==> config.mk <==
export PLATFORM = sky130hd
export DESIGN_NAME = scd_out_buf
export DESIGN_NICKNAME = d
export VERILOG_FILES = /design/src/rtl/core/scd_pkg.sv /design/src/rtl/core/scd_out_buf.sv
export SDC_FILE = /design/constraint.sdc
export NUM_CORES = 1
export LEC_CHECK = 0
export BUFFER_PORTS_ARGS = -buffer_cell sky130_fd_sc_hd__buf_4
export CAP_MARGIN = 20
export CELL_PAD_IN_SITES_DETAIL_PLACEMENT = 1
export CELL_PAD_IN_SITES_GLOBAL_PLACEMENT = 2
export CORE_AREA = 8 8 45 47
export CTS_CLUSTER_DIAMETER = 50
export DETAILED_ROUTE_END_ITERATION = 10
export DIE_AREA = 0 0 53 55
export PLACE_DENSITY_LB_ADDON = 0.1
export SYNTH_ARGS = -nofsm -noshare
export SYNTH_HDL_FRONTEND = slang
export SYNTH_SLANG_ARGS = --single-unit
==> constraint.sdc <==
create_clock -name clk -period 3.25 [get_ports clk]
set_input_delay 0.325 -clock clk [delete_from_list [all_inputs] [get_ports clk]]
set_output_delay 0.325 -clock clk [all_outputs]
set_load 0.005 [all_outputs]
==> src/rtl/core/scd_pkg.sv <==
// Shared types and constants for the moving average crossover detector.
package scd_pkg;

	localparam int WIN_BITS      = 9;
	localparam int PRICE_IN_BITS = 32;
	localparam int CFG_IDX_BITS  = 2;

	// Register indexes on the configuration port
	localparam logic [CFG_IDX_BITS-1:0] CFG_SHORT_WINDOW = 2'd0;
	localparam logic [CFG_IDX_BITS-1:0] CFG_LONG_WINDOW  = 2'd1;

	localparam logic [WIN_BITS-1:0] SHORT_WINDOW_RST = 9'd5;
	localparam logic [WIN_BITS-1:0] LONG_WINDOW_RST  = 9'd20;

	// Relation of the short average to the long average
	typedef enum logic [1:0] {
		REL_EQUAL = 2'd0,
		REL_ABOVE = 2'd1,
		REL_BELOW = 2'd2
	} rel_t;

	localparam logic signed [1:0] SIG_NONE = 2'sd0;
	localparam logic signed [1:0] SIG_BULL = 2'sd1;
	localparam logic signed [1:0] SIG_BEAR = -2'sd1;

	// Per-beat control flags that travel down the pipeline
	typedef struct packed {
		logic valid;      // beat present in this stage
		logic ok;         // configuration was usable for this beat
		logic has_short;  // short window already full before this beat
		logic has_long;   // long window already full before this beat
		logic first;      // long window was not full before this beat
		logic full;       // long window full after this beat
	} stage_ctl_t;

	typedef struct packed {
		logic signed [1:0] cross_signal;
		logic              window_full;
	} result_t;

endpackage

==> src/rtl/core/scd_out_buf.sv <==
// Output register with one skid entry between the pipeline and the receiver.
module scd_out_buf import scd_pkg::*; (
	input  logic    clk,
	input  logic    arst_n,
	input  logic    push,
	input  result_t din,
	input  logic    m_tready,
	output logic    m_tvalid,
	output result_t dout,
	output logic    advance
);

	logic    out_valid_q;
	logic    skid_valid_q;
	result_t out_q;
	result_t skid_q;
	logic    out_free;
	logic    load_out;
	logic    load_skid;
	logic    drain_skid;

	assign out_free   = !out_valid_q || m_tready;
	assign drain_skid = skid_valid_q && m_tready;
	assign load_out   = push && out_free;
	assign load_skid  = push && !out_free;
	assign advance    = !skid_valid_q;
	assign m_tvalid   = out_valid_q;
	assign dout       = out_q;

	// Valid flags
	always_ff @(posedge clk or negedge arst_n) begin
		if (!arst_n) begin
			out_valid_q  <= 1'b0;
			skid_valid_q <= 1'b0;
		end else if (skid_valid_q) begin
			if (m_tready) begin
				skid_valid_q <= 1'b0;
			end
		end else if (load_out) begin
			out_valid_q <= 1'b1;
		end else if (load_skid) begin
			skid_valid_q <= 1'b1;
		end else if (m_tready) begin
			out_valid_q <= 1'b0;
		end
	end

	// Payload
	always_ff @(posedge clk) begin
		if (drain_skid) begin
			out_q <= skid_q;
		end else if (load_out) begin
			out_q <= din;
		end
		if (load_skid) begin
			skid_q <= din;
		end
	end

endmodule
## Word-level counts from Yosys, hierarchy flattened

Index checks and enable logic that the tools add are counted.

- Reduce and logical (&&, ||, !) cells: 10
- Bitwise gates (word level): 1
- Eq/ne operators: 1
- Multiplexer cells: 9

Operators by type and width:

| cell | count |
|---|---|
| 1-bit two-way mux | 7 |
| 3-bit two-way mux | 2 |
| 2-bit nonzero test | 2 |
| 1-bit logical AND | 3 |
| 1-bit logical NOT | 3 |
| 3-bit AND reduction | 1 |
| 2-bit inequality test (second input constant) | 1 |
| 1-bit logical OR | 1 |
| 1-bit NOT | 1 |

- Word-level logic and storage cells: 27
- Output and inout port bits: 5
- Register bits after elaboration: 8

## Logic depth before layout (Yosys ltp)

- Depth in word-level cells: 7
- Mapped depth: 2
- Depth with buffers taken out: 2

## Worst setup path before layout

Ideal clock, no wire load.

- Path type: register to register
- Start: register skid_valid_q
- End: register out_q (netlist bit dout[0]) (data pin)
- Required time: 2,990 ps
- Stages on the path, launching flop included: 3
- Slack: 2,208 ps
- Library setup time: 260 ps
- Data arrival time: 782 ps
- Clock period less this slack: 1,042 ps
- Buffers on the path: 0
- Path through: dfrtp_1 > nand2_2 > mux2_2

- Cells in the longest elaborated chain, start to end: 2

RTL lines:

| what | RTL line | text |
|---|---|---|
| start: declaration | scd_out_buf.sv:14 | `logic skid_valid_q;` |
| start signal: assignment | scd_out_buf.sv:34 | `skid_valid_q <= 1'b0;` |
| start signal: assignment | scd_out_buf.sv:37 | `skid_valid_q <= 1'b0;` |
| start signal: assignment | scd_out_buf.sv:42 | `skid_valid_q <= 1'b1;` |
| 1-bit logical AND | scd_out_buf.sv:23 | `assign drain_skid = skid_valid_q && m_tready;` |
| 3-bit two-way mux | scd_out_buf.sv:50 | `if (drain_skid) begin` |
| end signal: assignment | scd_out_buf.sv:51 | `out_q <= skid_q;` |
| end signal: assignment | scd_out_buf.sv:53 | `out_q <= din;` |
| end: declaration | scd_out_buf.sv:15 | `result_t out_q;` |

No other way between the ends.
A chain may end at the register's enable or synchronous reset.

## Worst setup path after layout

- Start: register skid_valid_q
- End: output port advance

- Cells in the longest elaborated chain, start to end: 1

RTL lines:

| what | RTL line | text |
|---|---|---|
| 1-bit logical NOT | scd_out_buf.sv:26 | `assign advance = !skid_valid_q;` |
| end: declaration | scd_out_buf.sv:10 | `output logic advance` |

No other way between the ends.

==> flow_summary_export.csv <==
group,metric,value,unit
die,start_util,0.228,
critical_path,startpoint,"skid_valid_q$_DFF_PN0_",
global_route,grt_usage,0.0562,
global_route,grt_max_degree,7,
synthesis,yosysTopAreaCellShare,0.571,
synthesis,synth_edf_count,6,
critical_path,cp.arrival,0.89,ns
synthesis,synth_area,315,sq um
cts,clkSlewWorstSetupHoldPaths,0.06,ns
cts,clock_path_buffers,2,
place,dp_cells,48,
critical_path,critical-path-top-delay-family,"flip-flops",
place,dp_hpwl,586,um
power_and_ir_drop,p_clk_frac,0.326,
outcome,outcome,"completed",
synthesis,synthArstFlopShare,0.250,
cts,cts_hold_buf,1,
sta,skew,0.00237,ns
synthesis,avgSynthCellArea,15.0,sq um
power_and_ir_drop,powerDensity,514,nW/um^2
power_and_ir_drop,swShare,0.220,
synthesis,ys_top_cells_by_count,"6 x edfxtp_1, 3 x a21oi_1, 3 x mux2_2",
sta,hold_viol_final,0,
critical_path,cp_num_buf_inv,2,
sta,fin_crit_sh,0.374,
sta,period_needed,1.22,ns
synthesis,synth_top_area_cell,"edfxtp_1",
cells_and_area,drive_gt1_frac,0.500,
synthesis,synth_area_leaders,"edfxtp_1 57%, dfrtp_1 16%, mux2_2 11%",
detailed_routing,drtPass1Iterations,4,
cts,numCtsBuffers,3,
critical_path,crit_path_end_kind,"output port",
cts,post_cts_buffers,0,
synthesis,synth.most_common_cell,"edfxtp_1",
synthesis,synth_nets,28,
cells_and_area,fillers,162,
synthesis,syn_inst,21,
critical_path,startpoint_type,"flop",
critical_path,path_cells,"inv_1, buf_4",
critical_path,cp_max_fo,4,
place,placed_cell_area,418,sq um
critical_path,reg2reg_slack,2.14,ns
cells_and_area,layoutNonFillerInstCount,52,
die,num_rows,14,
synthesis,yosys_warnings,0,
critical_path,slowest_delay,0.42,ns
hold_path,hp-start,"din[2]",
die,die_width,53,um
critical_path,slowest_stage,"dfrtp_1",
sta,setup_tns,0,ns
synthesis,ys_ff_latch,8,
place,gp_congestion,0.630,
cts,insertion_delay,0.25,ns
sta,relSlewSlack,0.777,
cells_and_area,fin_area,450,sq um
sta,finalSetupViolCount,0,
synthesis,synth-main-ff-cell,"edfxtp_1",
sta,layout_setup_ws,2.03,ns
cts,cts-root-buf,"clkbuf_4",
hold_path,hold_path.class,"input port to flop",
cells_and_area,multi_input_area,77.6,sq um
detailed_routing,vias_per_cell,4.23,
sta,rsz0062_at_grt,"no",
critical_path,timing.rr.start,"skid_valid_q$_DFF_PN0_",
job,drv_cap,0,
cts,cts_tree,"done",
place,io_buffers,11,
detailed_routing,ant_nets,0,
detailed_routing,drt-initial-drc-count,8,
sta,fmax,0.822,GHz
sta,worst_pin_slew,0.334,ns
global_route,grt_pass1_vias,228,
cts,cts_sinks,8,
critical_path,path_class,"flop to output port",
die,pin_count,12,
cells_and_area,fin_nets,45,
detailed_routing,totalWireLength,722,um
power_and_ir_drop,comb_power_share,0.138,
cts,post_cts_resized,0,
die,die_h,55,um
global_route,overflow,0,
detailed_routing,wl_per_cell,13.9,um
critical_path,required,2.92,ns
power_and_ir_drop,seqPwrFrac,0.536,
place,post-place-ws,2.09,ns
detailed_routing,drc,0,
die,coreArea,1380,sq um
synthesis,netlist-cell-type-count,10,
global_route,grt_pass1_wl,1.07,mm
power_and_ir_drop,switching_power,51.1,uW
cells_and_area,antenna_cells,0,
sta,final_max_slew_viol_count,0,
cts,h-tree-depth,1,
die,dieArea,2920,sq um
detailed_routing,vias,220,
cells_and_area,layout.area.seq,230,sq um
power_and_ir_drop,power.leakage,0.190,nW
global_route,antenna_found_initial,0,
cells_and_area,area_delta_synth_final,42.9,%
power_and_ir_drop,cellInternalPower,181,uW
synthesis,seq_area_frac_synth,0.730,
power_and_ir_drop,power,232,uW
power_and_ir_drop,vdd_ir_drop_max,204,uV
## cells in the final DEF, fill, tap and decap left out
| cell | netlist | routed |
|---|---|---|
| buf_4 | 0 | 11 |
| edfxtp_1 | 6 | 6 |
| a21oi_1 | 3 | 3 |
| mux2_2 | 3 | 3 |
| clkbuf_4 | 0 | 3 |
| inv_1 | 2 | 2 |
| dfrtp_1 | 2 | 2 |
| nand2_1 | 1 | 1 |
| nor2_1 | 1 | 1 |
| nand2_2 | 1 | 1 |
| nand2b_1 | 1 | 1 |
| a22o_1 | 1 | 1 |
| dlygate4sd3_1 | 0 | 1 |
## final cells by class
| type | instances | share of cell area |
|---|---|---|
| multi-input cells | 11 | 0.172 |
| inverters | 2 | 0.0167 |
| flip-flops and latches | 8 | 0.511 |
| repair buffers | 12 | 0.206 |
| clock buffers | 3 | 0.0500 |
| well taps | 16 | 0.0444 |
## per-stage QoR
| stage | util | hold slack (ns) |
|---|---|---|
| final | 0.325 | 0.261 |
| after global routing | 0.325 | 0.261 |
| after global placement | 0.302 | 0.107 |
| after CTS | 0.325 | 0.253 |
| after detailed placement | 0.302 | 0.108 |
| after floorplan | - | 0.0294 |
## per-layer routing
| layer | wire length (um) | GRT usage | up-vias |
|---|---|---|---|
| li1 | - | - | 108 |
| met3 | 54 | 0.0321 | 4 |
| met1 | 280 | 0.0576 | 101 |
| met2 | 364 | 0.0801 | 7 |
| met4 | 22 | 0.0517 | 0 |
| met5 | 0 | 0 | - |
## worst paths after layout
| check | end | cells after the start |
|---|---|---|
| worst min-delay path | skid_q[2]$_DFFE_PP_ | 1 |
| worst max register to register | dout[0]$_DFFE_PP_ | 2 |
| max in group asynchronous | skid_valid_q$_DFF_PN0_ | 2 |
| worst max-delay path | advance | 2 |
| min in group asynchronous | m_tvalid$_DFFE_PN0P_ | 2 |
| worst min register to register | dout[2]$_DFFE_PP_ | 1 |
## sequential cells by signal, indices dropped and copies added, names as in the netlist
register      cells
skid_q            3
m_tvalid          1
dout              3
skid_valid_q      1
## power by group through the flow
stage,clock network [mW],logic [mW],registers (mW)
after floorplan,0,0.0116,0.126
after global placement,0,0.0316,0.126
after detailed placement,0,0.0318,0.126
after CTS,0.0783,0.0330,0.124
after global routing,0.0818,0.0352,0.125
final,0.0754,0.0321,0.124
## worst reg2reg max path: cells and delay by family, from the launching register on
kind               cells  cell delay, ns
DFF                    1            0.40
AOI/OAI and AO/OA      2            0.38
## kinds of logic (layout without fill, tap and decap cells)
group                  Yosys count  in the layout  synth area share
buffers and inverters            2             17            0.0238
multiplexers                     3              3             0.107
AO/OA/AOI/OAI                    4              4            0.0754
AND/OR/NAND/NOR                  4              4            0.0635
flip-flops                       8              8             0.730
(Power assumes the default switching activity.)
