===== src/rtl/core/scd_pkg.sv =====
// Shared types and constants for the moving average crossover detector.
package scd_pkg;

	localparam int WIN_BITS      = 9;
	localparam int PRICE_IN_BITS = 32;
	localparam int CFG_IDX_BITS  = 2;

	// Register indexes on the configuration port
	localparam logic [CFG_IDX_BITS-1:0] CFG_SHORT_WINDOW = 2'd0;
	localparam logic [CFG_IDX_BITS-1:0] CFG_LONG_WINDOW  = 2'd1;

	localparam logic [WIN_BITS-1:0] SHORT_WINDOW_RST = 9'd5;
	localparam logic [WIN_BITS-1:0] LONG_WINDOW_RST  = 9'd20;

	// Relation of the short average to the long average
	typedef enum logic [1:0] {
		REL_EQUAL = 2'd0,
		REL_ABOVE = 2'd1,
		REL_BELOW = 2'd2
	} rel_t;

	localparam logic signed [1:0] SIG_NONE = 2'sd0;
	localparam logic signed [1:0] SIG_BULL = 2'sd1;
	localparam logic signed [1:0] SIG_BEAR = -2'sd1;

	// Per-beat control flags that travel down the pipeline
	typedef struct packed {
		logic valid;      // beat present in this stage
		logic ok;         // configuration was usable for this beat
		logic has_short;  // short window already full before this beat
		logic has_long;   // long window already full before this beat
		logic first;      // long window was not full before this beat
		logic full;       // long window full after this beat
	} stage_ctl_t;

	typedef struct packed {
		logic signed [1:0] cross_signal;
		logic              window_full;
	} result_t;

endpackage


===== src/rtl/core/scd_compare.sv =====
// Cross-multiplied average comparison and crossover decision.
module scd_compare import scd_pkg::*; #(
	parameter int SUM_BITS = 40
) (
	input  logic                clk,
	input  logic                arst_n,
	input  logic                clear,
	input  logic                advance,
	input  stage_ctl_t          ctl_s2,
	input  logic                short_nz_s2,
	input  logic [SUM_BITS-1:0] short_sum,
	input  logic [SUM_BITS-1:0] long_sum,
	input  logic [WIN_BITS-1:0] short_window,
	input  logic [WIN_BITS-1:0] long_window,
	output logic                push,
	output result_t             result
);

	localparam int PW = SUM_BITS + WIN_BITS;

	stage_ctl_t    ctl_s3;
	logic          short_nz_s3;
	logic [PW-1:0] prod_a_s3;
	logic [PW-1:0] prod_b_s3;
	rel_t          prev_rel_q;
	rel_t          prev_rel;
	rel_t          cur_rel;

	// Stage 3: cross products
	always_ff @(posedge clk or negedge arst_n) begin
		if (!arst_n) begin
			ctl_s3 <= '0;
		end else if (advance) begin
			ctl_s3 <= ctl_s2;
		end
	end

	always_ff @(posedge clk) begin
		if (advance) begin
			prod_a_s3   <= PW'(short_sum) * PW'(long_window);
			prod_b_s3   <= PW'(long_sum) * PW'(short_window);
			short_nz_s3 <= short_nz_s2;
		end
	end

	// Compare and decide; on the first full beat the old long average counts as zero
	always_comb begin
		if (prod_a_s3 > prod_b_s3) begin
			cur_rel = REL_ABOVE;
		end else if (prod_a_s3 < prod_b_s3) begin
			cur_rel = REL_BELOW;
		end else begin
			cur_rel = REL_EQUAL;
		end
		if (ctl_s3.first) begin
			prev_rel = short_nz_s3 ? REL_ABOVE : REL_EQUAL;
		end else begin
			prev_rel = prev_rel_q;
		end
		result.window_full  = ctl_s3.full;
		result.cross_signal = SIG_NONE;
		if (ctl_s3.full) begin
			if (prev_rel != REL_ABOVE && cur_rel == REL_ABOVE) begin
				result.cross_signal = SIG_BULL;
			end else if (prev_rel != REL_BELOW && cur_rel == REL_BELOW) begin
				result.cross_signal = SIG_BEAR;
			end
		end
	end

	assign push = advance & ctl_s3.valid;

	// Hold the relation for the next beat
	always_ff @(posedge clk or negedge arst_n) begin
		if (!arst_n) begin
			prev_rel_q <= REL_EQUAL;
		end else if (clear) begin
			prev_rel_q <= REL_EQUAL;
		end else if (push && ctl_s3.full) begin
			prev_rel_q <= cur_rel;
		end
	end

endmodule


===== config.mk =====
export PLATFORM = sky130hd
export DESIGN_NAME = scd_compare
export DESIGN_NICKNAME = d
export VERILOG_FILES = /design/src/rtl/core/scd_pkg.sv /design/src/rtl/core/scd_compare.sv
export SDC_FILE = /design/constraint.sdc
export NUM_CORES = 2
export LEC_CHECK = 0
export BUFFER_PORTS_ARGS = -buffer_cell sky130_fd_sc_hd__buf_2
export CAP_MARGIN = 15
export CORE_MARGIN = 2
export CORE_UTILIZATION = 40
export DETAILED_ROUTE_END_ITERATION = 8
export GPL_TIMING_DRIVEN = 0
export SLEW_MARGIN = 20
export SYNTH_ARGS = -nofsm -noshare
export SYNTH_HDL_FRONTEND = slang
export SYNTH_SLANG_ARGS = --single-unit

===== constraint.sdc =====
create_clock -name clk -period 3.2 [get_ports clk]
set_clock_uncertainty 0.2 [all_clocks]
set_input_delay 0.8 -clock clk [delete_from_list [all_inputs] [get_ports clk]]
set_output_delay 0.8 -clock clk [all_outputs]
set_load 0.02 [all_outputs]

Yosys cells after proc, flatten, opt, wreduce, memory -nomap -nowiden
Index checks and enable logic that the tools add are counted.
{ "classes": {"mul": 2, "n_lt_le_gt_ge": 2, "n_eq_ne": 4, "mux": 9, "bitwise_logic": 1, "n_reduce_logical": 4} }
{ "op_table": {"columns": ["cell", "count"], "rows": [
  ["40-bit by 9-bit multiplier with 49-bit output", 2],
  ["49-bit > comparator", 1],
  ["49-bit less-than comparator", 1],
  ["2-bit two-way mux", 8],
  ["1-bit logical AND", 3],
  ["2-bit by 1-bit equality test with 1-bit output (second input constant)", 1],
  ["2-bit equality test (second input constant)", 1],
  ["2-bit by 1-bit inequality test with 1-bit output (second input constant)", 1],
  ["2-bit inequality test (second input constant)", 1],
  ["2-bit nonzero test", 1],
  ["1-bit AND", 1],
  ["1-bit two-way mux", 1]
]} }
{ "totals": {"regBits": 104, "input_bits": 109, "output_inout_bits": 4, "word_cells": 29} }

Longest topological paths before layout
{ "logic_depth": {"depth_word": 8, "ltp_mapped": 21, "ltp_nobuf": 20} }

Least setup slack after synthesis
No wires, ideal clock.
{ "synth_timing": {"path_type": "input to register", "startpoint": "in short_window[0]", "endpoint": "reg prod_b_s3[46], data pin", "setup_time_ns": 0.257, "arrival_ns": 5.244, "required_time_ns": 2.743, "slack_ns": -2.501, "path_stages": 19, "n_path_buf": 1, "path_cell_list": "clkbuf_1 > nand2_1 > fa_1 > inv_1 > fa_1 > fa_1 > inv_1 > fa_1 > inv_1 > ha_1 > a21oi_1 > o21ai_0 > a311oi_1 > o21ai_2 > a2111o_1 > a211oi_2 > nor2_1 > nor3_1 > nor2_1"} }
{ "synth_via": {"elab_chain_len": 1} }
{ "synth_lines": {"columns": ["element", "line_no", "source"], "rows": [
  ["start: declaration", "scd_compare.sv:13", "input logic [WIN_BITS-1:0] short_window,"],
  ["40-bit by 9-bit multiplier with 49-bit output", "scd_compare.sv:41", "prod_b_s3 <= PW'(long_sum) * PW'(short_window);"],
  ["end signal: assignment", "scd_compare.sv:41", null],
  ["end: declaration", "scd_compare.sv:24", "logic [PW-1:0] prod_b_s3;"]
]} }
Every way passes these cells.
A chain may end at the register's enable or synchronous reset.

Final worst setup path
{ "layout_timing": {"startpoint": "in long_window[2]", "endpoint": "reg prod_a_s3[41], data pin"} }
{ "layout_via": {"elab_chain_len": 1} }
{ "layout_lines": {"columns": ["element", "line_no", "source"], "rows": [
  ["start: declaration", "scd_compare.sv:14", "input logic [WIN_BITS-1:0] long_window,"],
  ["40-bit by 9-bit multiplier with 49-bit output", "scd_compare.sv:40", "prod_a_s3 <= PW'(short_sum) * PW'(long_window);"],
  ["end signal: assignment", "scd_compare.sv:40", null],
  ["end: declaration", "scd_compare.sv:23", "logic [PW-1:0] prod_a_s3;"]
]} }
Every way passes these cells.

==> results.yml <==
global_route:
  grt_pass1_wl_microns: 117000
  grt_usage_pct: 21.2
  grt_busiest_layer: "met2"
  antenna_found_initial: 7
  grt_pass1_vias: 22300
  gr-usage-met1_pct: 27.1
  grt_overflow: 0
  grt_use_met2_pct: 38.5
  grt_max_degree: 76
  gr-usage-met3_pct: 2.36
route:
  dr.pass1.iters: 5
  drc: 0
  num_vias: 21000
  avgViaCountPerCell: 5.07
  wire_per_inst_microns: 17.6
  wirelength_microns: 72700
  ant_nets: 0
  dr.first_iter.drc_count: 1045
layout:
  final_common_cell: "inv_1"
  utilization_pct: 51.7
  synthToLayoutAreaGrowth_pct: 28.0
  final_cell_mix: "inv_1 (592), fa_1 (497), and2_1 (364)"
  layout-drive-gt1-share_pct: 26.6
  fin_area_sq_mm: 0.0347
  fin_nets: 4089
  fillCellCount: 6071
synthesis:
  synth.distinct_cells: 76
  avgSynthCellArea_sq_um: 9.05
  synth_area_leaders: "fa_1 (39%), edfxtp_1 (11%), and2_1 (9.9%)"
  syn_nets: 3827
  synth_edf_count: 99
  synth_top_area_share_pct: 39.4
  ys.flop_type: "edfxtp_1"
  ys_ff_latch: 104
  ys_seq_area_share_pct: 11.4
  postSynthCellCount: 2997
  yosysTopAreaCell: "fa_1"
  syn_area_sq_mm: 0.0271
  synthArstFlopShare_pct: 4.81
  yosys_warnings: 0
clock_tree:
  htree_num_levels: 3
  insertion_delay_ps: 360
  clockBufferDepth: 2
  path_clk_slew_ps: 70
  cts_buffers: 9
  clkSinkCount: 104
  tritoncts: "yes"
  root_buffer: "clkbuf_16"
  cts_hold_buf: 0
die:
  die_y_microns: 264
  coreArea_sq_mm: 0.0672
  rows: 95
  dieArea_sq_mm: 0.0699
  ios: 113
  initial_utilization_pct: 40.4
  die_x_microns: 264
timing:
  fin_ws_ps: -2270
  tightest_slew_ps: 468
  rsz0062_at_grt: "true"
  fin_crit_sh_pct: 171
  maxSlewViolCount: 0
  tns_ps: -145700
  fmax_mhz: 183
  relSlewSlack_pct: 68.6
  setup_viol: 90
  hold_viol_final: 0
  finalCriticalPeriod_ps: 5470
placement:
  place.gp.congestion: 0.852
  hpwlAfterDp_microns: 57300
  placed_cell_area_sq_mm: 0.0302
  post-place-ws_ps: -3220
  portBuffers: 81
critical_path:
  cp-end-kind: "register"
  crit_type: "in2reg"
  startpoint_type: "primary input"
  cp.required_ps: 3110
  critPathMaxFanout: 7
  worstPathArrival_ps: 5380
pwr:
  p_per_area_mw_per_mm2: 1100
  leakagePower_nw: 16.9
  vdd_drop_max_mv: 0.904
worst_hold_path:
  hold_class: "in2async"
outcome:
  status: "finished, violations left"
  violations: "setup timing"
flow_run:
  cap_viol_max_count: 0
[routing by layer]
| metal | share of wire [%] | wire, microns | vias to the layer above |
|---|---|---|---|
| met5 | 0.018 | 13 | - |
| met4 | 1.9 | 1420 | 2 |
| met3 | 3.6 | 2610 | 107 |
| met2 | 52 | 38100 | 360 |
| met1 | 42 | 30600 | 10900 |
| li1 | - | - | 9667 |
[stage by stage]
stage / std cells / hold slack (ps) / power [mW]
floorplan: 2997 / 272 / 23.5
global placement: 3951 / 288 / 29.0
detailed placement: 3952 / 312 / 29.1
CTS: 4063 / 35.9 / 34.1
global route: 4138 / 36.5 / 41.6
finish: 4139 / 42.3 / 38.0
[flip-flops by register name, indices dropped and copies added, names as in the netlist]
signal,flops
ctl_s3,2
prev_rel_q,2
prod_a_s3,49
prod_b_s3,49
result,1
short_nz_s3,1
[cell type report]
type	count	area, sq um	area share, %
tap	873	1090	3.15
timing repair buffer	262	2570	7.40
multi-input combinational	2121	23500	67.7
clock inverter	2	35.0	0.101
clock buffer	14	284	0.819
inverter	657	2470	7.11
buffer	104	1660	4.80
sequential	104	3100	8.93
antenna	2	5.00	0.0144
[kinds of logic after synthesis]
logic type	count (synthesis)	share of synthesized area, %
buf+inv	772	10.9
compound gates	338	8.32
mux	4	0.162
flops	104	11.4
xor+xnor	84	2.71
simple gates	974	18.5
fa+ha+maj	721	48.1
[cell usage after synthesis, types with 7 or more instances]
| master | count |
|---|---|
| fa_1 | 534 |
| nand4_1 | 31 |
| o21a_1 | 14 |
| o211ai_1 | 9 |
| nor2b_1 | 12 |
| o21ai_0 | 52 |
| clkbuf_1 | 95 |
| inv_1 | 657 |
| nand3_1 | 22 |
| nand2_1 | 373 |
| a211oi_1 | 7 |
| buf_2 | 10 |
| xnor2_1 | 55 |
| nor3_1 | 13 |
| and2_1 | 429 |
| and3_1 | 12 |
| nor2_1 | 52 |
| a31oi_1 | 15 |
| ha_1 | 187 |
| xor2_1 | 29 |
| a21oi_1 | 106 |
| nand2b_1 | 9 |
| o21bai_1 | 14 |
| a21o_1 | 65 |
| edfxtp_1 | 99 |
[repair_timing]
item / 4_1_cts / 5_1_grt
buffers inserted: 95 / 87
pin swaps: 154 / 181
endpoints found under the setup margin: 90 / 92
hold endpoints to repair: 0 / 0
resized for setup: 380 / 338
gates cloned: 4 / 1
[path summary, 6_finish.rpt]
path / startpoint / end / slack (ps) / depth (start not counted)
worst max-delay path: long_window[2] / prod_a_s3[41] / -2270 / 20
worst min register to register: ctl_s3[5] / ctl_s3[5] / 310 / 1
min in group clk: ctl_s3[5] / ctl_s3[5] / 310 / 1
worst min-delay path: arst_n / prev_rel_q[0] / 40 / 1
max in group asynchronous: arst_n / result[0] / 2620 / 1
worst max register to register: prod_a_s3[27] / prev_rel_q[0] / 370 / 7
[worst max-delay path, stage by stage]
cell and delay [ps]:
clkbuf_16 130, nand2_4 50, fa_1 520, inv_1 50, fa_1 470, fa_1 540, inv_1 50, fa_1 490
inv_2 40, ha_4 230, a21oi_4 130, nand2_2 80, o211ai_1 410, a21boi_2 160, o31ai_4 410, o311ai_4 130
a31o_2 290, buf_4 130, buf_6 100, xor2_1 130
[power by group]
| group | leakage (nW) | total, mW | switching (mW) | internal [mW] |
|---|---|---|---|---|
| sequential | 1.03 | 3.37 | 0.192 | 3.18 |
| combinational | 15.7 | 33.5 | 17.5 | 16.0 |
| clock | 0.159 | 1.17 | 0.477 | 0.691 |
| total | 16.9 | 38.0 | 18.2 | 19.8 |
Power figures use the tool's default switching activity.
