[src/rtl/core/scd_pkg.sv]
// Shared types and constants for the moving average crossover detector.
package scd_pkg;

	localparam int WIN_BITS      = 9;
	localparam int PRICE_IN_BITS = 32;
	localparam int CFG_IDX_BITS  = 2;

	// Register indexes on the configuration port
	localparam logic [CFG_IDX_BITS-1:0] CFG_SHORT_WINDOW = 2'd0;
	localparam logic [CFG_IDX_BITS-1:0] CFG_LONG_WINDOW  = 2'd1;

	localparam logic [WIN_BITS-1:0] SHORT_WINDOW_RST = 9'd5;
	localparam logic [WIN_BITS-1:0] LONG_WINDOW_RST  = 9'd20;

	// Relation of the short average to the long average
	typedef enum logic [1:0] {
		REL_EQUAL = 2'd0,
		REL_ABOVE = 2'd1,
		REL_BELOW = 2'd2
	} rel_t;

	localparam logic signed [1:0] SIG_NONE = 2'sd0;
	localparam logic signed [1:0] SIG_BULL = 2'sd1;
	localparam logic signed [1:0] SIG_BEAR = -2'sd1;

	// Per-beat control flags that travel down the pipeline
	typedef struct packed {
		logic valid;      // beat present in this stage
		logic ok;         // configuration was usable for this beat
		logic has_short;  // short window already full before this beat
		logic has_long;   // long window already full before this beat
		logic first;      // long window was not full before this beat
		logic full;       // long window full after this beat
	} stage_ctl_t;

	typedef struct packed {
		logic signed [1:0] cross_signal;
		logic              window_full;
	} result_t;

endpackage

[src/rtl/core/scd_sums.sv]
// Running window sums: add the new price and drop the one leaving each window.
module scd_sums import scd_pkg::*; #(
	parameter int MAX_WINDOW = 256,
	parameter int PRICE_BITS = 32
) (
	input  logic                  clk,
	input  logic                  arst_n,
	input  logic                  clear,
	input  logic                  advance,
	input  stage_ctl_t            ctl_s1,
	input  logic [PRICE_BITS-1:0] price_s1,
	input  logic [PRICE_BITS-1:0] old_short_s1,
	input  logic [PRICE_BITS-1:0] old_long_s1,
	output stage_ctl_t            ctl_s2,
	output logic                  short_nz_s2,
	output logic [PRICE_BITS+$clog2(MAX_WINDOW)-1:0] short_sum_q,
	output logic [PRICE_BITS+$clog2(MAX_WINDOW)-1:0] long_sum_q
);

	localparam int SUM_BITS = PRICE_BITS + $clog2(MAX_WINDOW);

	logic [SUM_BITS-1:0] price_ext;
	logic [SUM_BITS-1:0] short_drop;
	logic [SUM_BITS-1:0] long_drop;
	logic                update;

	assign price_ext  = SUM_BITS'(price_s1);
	assign short_drop = ctl_s1.has_short ? SUM_BITS'(old_short_s1) : '0;
	assign long_drop  = ctl_s1.has_long ? SUM_BITS'(old_long_s1) : '0;
	assign update     = advance & ctl_s1.valid & ctl_s1.ok;

	// Update both sums
	always_ff @(posedge clk or negedge arst_n) begin
		if (!arst_n) begin
			short_sum_q <= '0;
			long_sum_q  <= '0;
		end else if (clear) begin
			short_sum_q <= '0;
			long_sum_q  <= '0;
		end else if (update) begin
			short_sum_q <= short_sum_q + price_ext - short_drop;
			long_sum_q  <= long_sum_q + price_ext - long_drop;
		end
	end

	// Stage 2 control
	always_ff @(posedge clk or negedge arst_n) begin
		if (!arst_n) begin
			ctl_s2 <= '0;
		end else if (advance) begin
			ctl_s2 <= ctl_s1;
		end
	end

	// Remember whether the short sum was nonzero before this beat
	always_ff @(posedge clk) begin
		if (advance) begin
			short_nz_s2 <= (short_sum_q != '0);
		end
	end

endmodule

[config.mk]
export PLATFORM = sky130hd
export DESIGN_NAME = scd_sums
export DESIGN_NICKNAME = d
export VERILOG_FILES = /design/src/rtl/core/scd_pkg.sv /design/src/rtl/core/scd_sums.sv
export SDC_FILE = /design/constraint.sdc
export NUM_CORES = 1
export LEC_CHECK = 0
export BUFFER_PORTS_ARGS = -buffer_cell sky130_fd_sc_hd__buf_2
export CAP_MARGIN = 20
export CORE_MARGIN = 4
export CORE_UTILIZATION = 25
export DETAILED_ROUTE_END_ITERATION = 12
export GPL_TIMING_DRIVEN = 0
export PLACE_DENSITY = 0.49
export SLEW_MARGIN = 20
export SYNTH_ARGS = -nofsm -noshare
export SYNTH_HDL_FRONTEND = slang
export SYNTH_SLANG_ARGS = --single-unit
[constraint.sdc]
create_clock -name clk -period 5.8 [get_ports clk]
set_input_delay 0.58 -clock clk [delete_from_list [all_inputs] [get_ports clk]]
set_output_delay 0.58 -clock clk [all_outputs]
set_load 0.03 [all_outputs]
# Word-level counts from Yosys, hierarchy flattened
# Cells that the tools add are included.
totals:
  input_bits: 106
  ff_bits: 87
  output_inout_bits: 87
  wordCells: 23
op_classes:
  n_mux: 6
  n_reduce_logical: 2
  bitwise: 2
  addsub: 4
op_table:
  columns: ["operator", "n"]
  rows:
  - ["2-to-1 mux 40 bit", 4]
  - ["adder 40 x 32 -> 40 bit", 2]
  - ["subtractor 40 x 32 -> 40 bit", 2]
  - ["2-to-1 mux 32 bit", 2]
  - ["nonzero test 40 bit", 1]
  - ["bitwise AND 1 bit", 2]
  - ["nonzero test 2 bit", 1]

# Depth between registers and ports, before layout
# Gate-level depths: netlist of the first run.
depth:
  ltp_word: 4
  depth_mapped: 15
  mapped_depth_nobuf: 15

# Least setup slack after synthesis of the first run
# No wires, ideal clock.
synth_timing:
  path_type: "input-to-reg"
  startpoint: "input port ctl_s1[2] (netlist name)"
  endpoint: "register long_sum_q[39]"
  t_required_ns: 5.672
  path_stages: 14
  path_buffers: 1
  setup_time_ns: 0.128
  slack_ns: 2.118
  arrival_ns: 3.555
  cell_sequence: "clkbuf_1 -> and2_1 -> fa_1 -> inv_1 -> ha_1 -> o21a_1 -> o2111ai_2 -> a21oi_2 -> or2_1 -> a211oi_2 -> o21ai_1 -> a221oi_2 -> mux2i_1 -> mux2_1"
synth_via:
  elab_chain_cells: 4
synth_rtl:
  columns: ["item", "line", "source"]
  rows:
  - ["start: declaration", "scd_sums.sv:10", "input stage_ctl_t ctl_s1,"]
  - ["2-to-1 mux 32 bit", "scd_sums.sv:29", "assign long_drop = ctl_s1.has_long ? SUM_BITS'(old_long_s1) : '0;"]
  - ["subtractor 40 x 32 -> 40 bit", "scd_sums.sv:42", "long_sum_q <= long_sum_q + price_ext - long_drop;"]
  - ["2-to-1 mux 40 bit", "scd_sums.sv:40", "end else if (update) begin"]
  - ["2-to-1 mux 40 bit", "scd_sums.sv:37", "end else if (clear) begin"]
  - ["end signal: assignment", "scd_sums.sv:42", null]
  - ["end: declaration", "scd_sums.sv:17", "output logic [PRICE_BITS+$clog2(MAX_WINDOW)-1:0] long_sum_q"]
# No other way between the ends. The select of a mux whose other input is x is not followed.
# A chain may end at the register's enable or synchronous reset.

# Worst setup path in the final report of the first run
layout_timing:
  startpoint: "input port ctl_s1[2] (netlist name)"
  endpoint: "register long_sum_q[36]"
# The elaborated chain is that of the path after synthesis.

==> results of run 1 <==
[worst reg2reg max path: cells and delay by family (launching register included)]
kind            cells  cell delay, ps
simple gates        1             290
xor+xnor            1             170
buf+inv             2             140
flops               1             460
compound gates      7            2130
fa+ha+maj           2             850
[cell type report]
type                       count  area (sq um)
antenna                        1          2.50
buffer                        51           258
clock buffer                  12           236
clock inverter                 4          47.5
fill                        4531         28600
inverter                     255           957
multi-input combinational    926          6990
sequential                    87          2180
tap                          532           666
timing repair buffer         192           990
[worst min path at each step]
stage	to	start	slack, ps	depth (start not counted)
detailed placement	long_sum_q[29]	long_sum_q[29]	500	2
floorplan	ctl_s2[0]	arst_n	280	0
finish	long_sum_q[36]	arst_n	110	1
global route	long_sum_q[36]	arst_n	140	1
CTS	long_sum_q[36]	arst_n	120	1
global placement	ctl_s2[4]	ctl_s2[4]	490	1
[layer usage]
metal,vias to the layer above,global-route usage
li1,4778,-
met1,4724,0.248
met2,245,0.266
met3,32,0.0304
met5,-,0
met4,4,0.0384
[state kept, by name (all words and copies together), names as in the netlist]
register     cells
short_sum_q     40
long_sum_q      40
ctl_s2           6
short_nz_s2      1
[placed cells by master (no fill, tap or decap), drive strengths merged, types with 23 or more instances in the layout]
cell	n
nor2	57
a21o	55
xnor2	32
ha	84
nand2	138
buf	200
o21ai	71
and2	68
fa	64
clkbuf	55
dfrtp	86
a21oi	115
inv	255
xor2	23
[power breakdown]
part	internal (mW)	leakage [nW]	switching, mW	total [mW]
Combinational	0.761	4.95	1.22	1.98
Clock	0.335	0.137	0.294	0.628
Sequential	0.659	1.18	0.0633	0.723
[cells by family (layout without fill, tap and decap cells)]
kind of cell | count (synthesis) | count (layout) | share of synthesized area
and+or+nand+nor | 371 | 371 | 0.177
AOI/OAI and AO/OA | 343 | 343 | 0.216
buffers and inverters | 306 | 514 | 0.117
adders and majority gates | 148 | 148 | 0.224
DFF | 87 | 87 | 0.210
xor gates and xnor gates | 55 | 55 | 0.0464
muxes | 9 | 9 | 0.00963
other | 0 | 1 | 0
[per-stage QoR]
stage | total power, mW | instance area [sq um] | setup WS [ps]
4_1_cts | 3.34 | 12300 | 1260
3_5_place_dp | 2.69 | 12000 | 880
6_report | 3.33 | 12300 | 1220
2_1_floorplan | 2.16 | 10400 | 2120
3_3_place_gp | 2.68 | 12000 | 955
5_1_grt | 3.60 | 12300 | 1010
==> results.tsv, run 1 <==
stage	metric	value	unit
outcome	outcome	complete, no violations	
critical_path	Critical R2R Launch	short_sum_q[2]	
pwr	Pwr per Cell Area	270	mW/mm^2
floorplanning	I/O pins	193	
sta	final-layout worst hold slack	106	ps
yosys	number of warnings reported in the yosys synthesis log	0	
final_layout	utilization of the core after routing	0.301	
sta	post-route clock skew	7.23	ps
yosys	area share of the largest cell type after synthesis	0.207	
pwr	worst IR drop on VDD	0.143	mV
drt	number of vias after detailed routing	9783	
critical_path	critical path arrival	4800	ps
critical_path	worst stage delay on the critical path	530	ps
yosys	sequential fraction of the synthesis area	0.210	
final_layout	filler-free cell count of the finished design	2060	
yosys	Mean Syn Cell Area	7.88	sq um
clocking	maximum clock insertion buffer count	2	
floorplanning	y dimension of the die	212	um
global_routing	total global routing track utilization	0.171	
critical_path	kind of cell with the highest combined delay on the critical path	compound AO/OA/AOI/OAI gates	
clocking	CTS hold repair buffers	0	
critical_path	Crit path buffers/inverters	3	
place	weighted congestion at the end of routability-driven global placement	0.881	
place	number of I/O port buffers	191	
floorplanning	placeable core region	0.0409	sq mm
critical_path	setup slack of the worst register-to-register path	1630	ps
critical_path	origin of the worst setup path	ctl_s1[2]	
yosys	ys async rst share	0.989	
sta	hold violation count in the final report	0	
drt	DRT Pass-1 Iters	6	
pwr	Lkg Pwr	6.27	nW
drt	DRT Wirelength	38800	um
critical_path	path type of the worst setup path	in2reg	
critical_path	ordered cell list for the critical path	buf_2 > clkbuf_1 > and2_1 > fa_1 > inv_1 > fa_1 > a21o_1 > a21o_1 > a21oi_1 > o21bai_1 > o31ai_2 > o41ai_2 > a311oi_1 > xor2_1 > o21ai_1	
clocking	post-CTS setup repair buffer count	0	
global_routing	number of antenna violations at the first check in global routing	3	
critical_path	end of the critical path	long_sum_q[36]	
sta	max-slew violation total from the final report	0	
sta	shortest clock period the worst path allows after layout	4580	ps
global_routing	largest net degree at the start of global routing	53	
clocking	clock transition time at the flip-flop clock pins of the worst setup and hold paths	70	ps
critical_path	CP startpoint kind	primary input	
drt	DRT iter0 DRCs	666	
sta	maximum clock frequency	219	MHz
yosys	post-synth cell types	83	
critical_path	Worst Reg2Reg Path Length in Cells	13	
sta	setup repair after global routing missed its margin	no	
yosys	synthesis-stage register bit count	87	
drt	max layer used	met5	
floorplanning	Initial Utilization	0.254	
final_layout	share of final-layout standard cells stronger than drive strength 1	0.164	
yosys	most frequent cells after synthesis	255 x sky130_fd_sc_hd__inv_1, 138 x sky130_fd_sc_hd__nand2_1, 110 x sky130_fd_sc_hd__a21oi_1	
clocking	H-tree Lvls	3	
critical_path	CP Data Required Time	6020	ps
yosys	Syn Inst Count	1319	
yosys	most numerous cell in the Yosys netlist	sky130_fd_sc_hd__inv_1	
clocking	cell chosen for the clock root	sky130_fd_sc_hd__clkbuf_16	
yosys	mapped cell area	0.0104	sq mm
drt	Antenna Violating Nets Remaining	0	
final_layout	area added between synthesis and finish	18.7	%
final_layout	Nets	1776	
yosys	top cells by area, synth	sky130_fd_sc_hd__dfrtp_1 21%, sky130_fd_sc_hd__fa_1 12%, sky130_fd_sc_hd__ha_1 10%, sky130_fd_sc_hd__inv_1 9.2%, sky130_fd_sc_hd__a21oi_1 5.3%	
drt	wire length on met1	18700	um
global_routing	via count of the first global-routing pass	9641	
yosys	leading register cell type out of synthesis	sky130_fd_sc_hd__dfrtp_1	
clocking	insertion delay of the later-clocked pin in the worst-skew pair	370	ps
critical_path	largest fanout on the critical path	10	
sta	share of the clock period used by the worst path	0.789	
place	half-perimeter wire length of the detailed placement result	31700	um
sta	Max-slew headroom	0.387	
drt	drt via density	4.75	
yosys	count of flip-flops with a built-in enable after synthesis	1	
job	max-capacitance violation count	0	
critical_path	Critical Path Slowest Stage Cell	sky130_fd_sc_hd__o31ai_2	
drt	final routed wire length divided by cell count	18.8	um
floorplanning	Cell Rows	74	
place	DP Cell Count	2043	
hold_path	Hold Path Class	in2async	
floorplanning	die outline width	212	um
clocking	Num CTS Buffers	9	
yosys	biggest area consumer among synthesized cells	sky130_fd_sc_hd__dfrtp_1	
critical_path	Crit Reg-Reg Endpoint	short_sum_q[37]	
sta	count of final setup violators	0	
clocking	Sink Count	87	
floorplanning	overall die area	0.0449	sq mm
drt	post-detailed-route DRC marker count	0	
sta	pin slew with the least headroom to its limit	916	ps
global_routing	global-route wire length before repair	58500	um
critical_path	kind of end point of the critical path	register	
sta	total negative slack	0	ps
critical_path	Crit path depth	15	
clocking	clock tree from TritonCTS	done	
clocking	# resized after CTS	0	
drt	wire length on met2	17200	um
global_routing	overflow left after global routing	0	
drt	met3 routed wirelength	2170	um
yosys	synthesized netlist net count	1573	
No activity file was read; power rests on OpenSTA's default activity.
==> inputs of run 2 (changes only) <==
--- a/config.mk
+++ b/config.mk
@@ -5,13 +5,14 @@
 export SDC_FILE = /design/constraint.sdc
 export NUM_CORES = 1
 export LEC_CHECK = 0
+export ABC_AREA = 1
 export BUFFER_PORTS_ARGS = -buffer_cell sky130_fd_sc_hd__buf_2
 export CAP_MARGIN = 20
 export CORE_MARGIN = 4
 export CORE_UTILIZATION = 25
 export DETAILED_ROUTE_END_ITERATION = 12
 export GPL_TIMING_DRIVEN = 0
-export PLACE_DENSITY = 0.49
+export PLACE_DENSITY = 0.5
 export SLEW_MARGIN = 20
 export SYNTH_ARGS = -nofsm -noshare
 export SYNTH_HDL_FRONTEND = slang
==> constraint.sdc (replaced) <==
create_clock -name clk -period 4 [get_ports clk]
set_input_delay 0.4 -clock clk [delete_from_list [all_inputs] [get_ports clk]]
set_output_delay 0.4 -clock clk [all_outputs]
set_load 0.03 [all_outputs]
==> run 2 against run 1 <==
Worst hold slack improved by 100 ps. Via count rose by 25%. Register-to-register slack got worse by 660 ps. Synthesized cell count rose by 49%. First-iteration DRC count fell by 4.7%. Clock-buffer cell count fell by 3. Setup slack got worse by 580 ps. Routed wire length rose by 17%. Clock power rose by 58%. Final area rose by 12%. Global-route usage rose by 0.63 points. Highest routed layer is now met4. Die area rose by 13%. Critical path type unchanged.
==> results.tsv, run 2 <==
stage	metric	value	unit	change
pwr	combinational cell fraction of total power	0.605		was 0.594
job	max-capacitance violation count	0		unchanged
critical_path	setup slack of the worst register-to-register path	970	ps	was 1630 ps
clocking	Num CTS Buffers	9		unchanged
yosys	mapped cell area	0.0118	sq mm	was 0.0104 sq mm
yosys	Mean Syn Cell Area	5.99	sq um	was 7.88 sq um
sta	total negative slack	0	ps	unchanged
critical_path	kind of end point of the critical path	register		unchanged
final_layout	commonest non-fill, non-tap cell in the layout	sky130_fd_sc_hd__nand2_1		was sky130_fd_sc_hd__inv_1
final_layout	area of combinational cells with multiple inputs	0.00746	sq mm	was 0.00699 sq mm
yosys	mux cell area share after synthesis	0.00575		was 0.00963
yosys	Syn Inst Count	1963		was 1319
yosys	top cells by area, synth	sky130_fd_sc_hd__nand2_1 20%, sky130_fd_sc_hd__dfrtp_1 18%, sky130_fd_sc_hd__inv_1 17%, sky130_fd_sc_hd__fa_1 11%, sky130_fd_sc_hd__ha_1 8.9%		was sky130_fd_sc_hd__dfrtp_1 21%, sky130_fd_sc_hd__fa_1 12%, sky130_fd_sc_hd__ha_1 10%, sky130_fd_sc_hd__inv_1 9.2%, sky130_fd_sc_hd__a21oi_1 5.3%
sta	final-layout worst hold slack	209	ps	was 106 ps
critical_path	path type of the worst setup path	in2reg		unchanged
floorplanning	Cell Rows	79		was 74
final_layout	area added between synthesis and finish	17.6	%	was 18.7%
global_routing	via count of the first global-routing pass	12400		was 9641
sta	setup repair after global routing missed its margin	no		unchanged
clocking	clock tree from TritonCTS	done		unchanged
pwr	switching component of the power	2.68	mW	was 1.57 mW
drt	final routed wire length divided by cell count	16.4	um	was 18.8 um
yosys	fraction of the mapped netlist area in compound gates	0.0894		was 0.216
critical_path	largest fanout on the critical path	10		unchanged
sta	pin slew with the least headroom to its limit	805	ps	was 916 ps
drt	number of vias after detailed routing	12200		was 9783
global_routing	total global routing track utilization	0.177		was 0.171
yosys	post-synth cell types	35		was 83
yosys	simple-gate area share of the yosys netlist	0.338		was 0.177
floorplanning	I/O pins	193		unchanged
yosys	number of warnings reported in the yosys synthesis log	0		unchanged
clocking	H-tree Lvls	3		unchanged
pwr	worst IR drop on VDD	0.166	mV	was 0.143 mV
final_layout	Nets	2420		was 1776
global_routing	number of antenna violations at the first check in global routing	1		was 3
critical_path	CP startpoint kind	primary input		unchanged
global_routing	largest net degree at the start of global routing	63		was 53
hold_path	Hold Path Class	in2reg		was in2async
yosys	area share of the largest cell type after synthesis	0.203		was 0.207
pwr	switching power as a share of total power	0.527		was 0.473
pwr	Lkg Pwr	8.47	nW	was 6.27 nW
global_routing	global-route wire length before repair	68700	um	was 58500 um
drt	Antenna Violating Nets Remaining	0		unchanged
floorplanning	y dimension of the die	225	um	was 212 um
sta	maximum clock frequency	298	MHz	
yosys	synthesized netlist net count	2217		was 1573
sta	Max-slew headroom	0.463		was 0.387
clocking	maximum clock insertion buffer count	2		unchanged
clocking	clock transition time at the flip-flop clock pins of the worst setup and hold paths	80	ps	was 70 ps
yosys	most frequent cells after synthesis	637 x sky130_fd_sc_hd__nand2_1, 534 x sky130_fd_sc_hd__inv_1, 159 x sky130_fd_sc_hd__nor2_1		was 255 x sky130_fd_sc_hd__inv_1, 138 x sky130_fd_sc_hd__nand2_1, 110 x sky130_fd_sc_hd__a21oi_1
pwr	Pwr per Cell Area	368	mW/mm^2	was 270 mW/mm^2
sta	shortest clock period the worst path allows after layout	3360	ps	
place	pre-CTS setup slack	215	ps	was 880 ps
final_layout	# fillers	5368		was 4531
yosys	ys async rst share	0.989		unchanged
yosys	sequential fraction of the synthesis area	0.186		was 0.210
critical_path	critical path arrival	3640	ps	was 4800 ps
yosys	biggest area consumer among synthesized cells	sky130_fd_sc_hd__nand2_1		was sky130_fd_sc_hd__dfrtp_1
yosys	xor and xnor fraction of the mapped netlist area	0.00223		was 0.0464
sta	hold violation count in the final report	0		unchanged
yosys	largest family of logic cells by synthesized area	simple AND/OR/NAND/NOR gates		was adder cells
drt	DRT Wirelength	45500	um	was 38800 um
clocking	insertion delay of the later-clocked pin in the worst-skew pair	400	ps	was 370 ps
sta	count of final setup violators	0		unchanged
final_layout	highest-count cells in the layout ignoring fill and taps	637 x sky130_fd_sc_hd__nand2_1, 534 x sky130_fd_sc_hd__inv_1, 199 x sky130_fd_sc_hd__buf_2		was 255 x sky130_fd_sc_hd__inv_1, 193 x sky130_fd_sc_hd__buf_2, 138 x sky130_fd_sc_hd__nand2_1
yosys	post-synthesis share of cell area spent on full adders, half adders and majority gates	0.198		was 0.224
global_routing	overflow left after global routing	0		unchanged
sta	share of the clock period used by the worst path	0.839		
yosys	count of flip-flops with a built-in enable after synthesis	1		unchanged
clocking	Sink Count	87		unchanged
drt	DRT Pass-1 Iters	5		was 6
yosys	most numerous cell in the Yosys netlist	sky130_fd_sc_hd__nand2_1		was sky130_fd_sc_hd__inv_1
yosys	synthesis-stage register bit count	87		unchanged
yosys	leading register cell type out of synthesis	sky130_fd_sc_hd__dfrtp_1		unchanged
pwr	internal cell power	2.41	mW	was 1.75 mW
drt	post-detailed-route DRC marker count	0		unchanged
drt	DRT iter0 DRCs	635		was 666
final_layout	share of final-layout standard cells stronger than drive strength 1	0.120		was 0.164
final_layout	sequential cell area in the final layout	0.00218	sq mm	unchanged
floorplanning	die outline width	225	um	was 212 um
final_layout	top flop regs	long_sum_q x40, short_sum_q x40, ctl_s2 x6		unchanged
place	half-perimeter wire length of the detailed placement result	39200	um	was 31700 um
critical_path	CP Data Required Time	4280	ps	was 6020 ps
sta	post-route clock skew	12.2	ps	was 7.23 ps
floorplanning	placeable core region	0.0466	sq mm	was 0.0409 sq mm
drt	drt via density	4.40		was 4.75
floorplanning	Initial Utilization	0.253		was 0.254
sta	max-slew violation total from the final report	0		unchanged
outcome	outcome	complete, no violations		unchanged
pwr	fraction of power consumed by sequential logic	0.200		was 0.217
clocking	# resized after CTS	0		unchanged
pwr	share of total power in the clock network	0.195		was 0.189
floorplanning	overall die area	0.0506	sq mm	was 0.0449 sq mm
sta	fin worst setup slack	643	ps	was 1220 ps
clocking	cell chosen for the clock root	sky130_fd_sc_hd__clkbuf_16		unchanged
place	number of I/O port buffers	190		was 191
place	weighted congestion at the end of routability-driven global placement	0.943		was 0.881
run 2: what timing repair did:
item,in CTS,in global routing
endpoints found under the hold margin,24,0
buffers inserted,0,0
setup endpoints to repair,0,0
hold buffers,1,0
run 2: worst max-delay path, cell delays in order:
cell,delay (ps)
sky130_fd_sc_hd__clkbuf_1,440
sky130_fd_sc_hd__clkbuf_1,520
sky130_fd_sc_hd__nand2_1,110
sky130_fd_sc_hd__inv_1,130
sky130_fd_sc_hd__fa_1,410
sky130_fd_sc_hd__inv_1,60
sky130_fd_sc_hd__ha_1,200
sky130_fd_sc_hd__nand2_1,120
sky130_fd_sc_hd__nor2_1,360
sky130_fd_sc_hd__nand2_1,130
sky130_fd_sc_hd__nor2_1,110
sky130_fd_sc_hd__nand2_1,80
sky130_fd_sc_hd__nand3_2,190
sky130_fd_sc_hd__nand2_1,100
sky130_fd_sc_hd__nand2_1,80
sky130_fd_sc_hd__nand2_1,50
sky130_fd_sc_hd__nand3_1,80
sky130_fd_sc_hd__nand2_1,50
run 2: metal layers:
layer / GRT usage / wire length (um)
met2: 0.334 / 23700
met3: 0.0170 / 932
met5: 0 / 0
met4: 0.0662 / 1400
met1: 0.207 / 19400
run 2: stage by stage:
step	area [sq um]	cells	total power [mW]	util
2_1_floorplan	11800	1963	3.18	-
3_3_place_gp	13500	2760	4.10	0.289
3_5_place_dp	13500	2761	4.11	0.290
4_1_cts	13800	2778	5.13	0.297
5_1_grt	13800	2779	5.56	0.297
6_report	13800	2779	5.09	0.297
run 2: power groups by stage:
stage | Sequential, mW | Combinational (mW) | Clock (mW)
floorplan | 1.16 | 2.02 | 0
global placement | 1.03 | 3.06 | 0
detailed placement | 1.04 | 3.07 | 0
CTS | 1.02 | 3.09 | 1.02
global route | 1.03 | 3.48 | 1.05
finish | 1.02 | 3.08 | 0.993
run 2: layout make-up:
class,count,area share
Antenna cell,1,0.000181
Buffer,25,0.00824
Clock buffer,9,0.0163
Clock inverter,7,0.00615
Inverter,534,0.145
Multi-Input combinational cell,1317,0.539
Sequential cell,87,0.158
Tap cell,607,0.0549
Timing Repair Buffer,192,0.0720
run 2: kinds of logic after synthesis:
logic type / after synthesis
XOR/XNOR: 3
buffers and inverters: 559
AO/OA/AOI/OAI: 194
adder cells (fa/ha/maj): 148
flip-flops: 87
AND/OR/NAND/NOR: 966
multiplexers: 6
run 2: final timing paths:
| path | cells past startpoint | start | end |
|---|---|---|---|
| worst max register to register | 18 | short_sum_q[0] | short_sum_q[32] |
| worst min-delay path | 1 | advance | short_nz_s2 |
| worst max-delay path | 18 | ctl_s1[2] | long_sum_q[31] |
| min in group asynchronous | 2 | arst_n | long_sum_q[6] |
| worst min register to register | 1 | ctl_s2[3] | ctl_s2[3] |
| max in group asynchronous | 3 | arst_n | short_sum_q[28] |
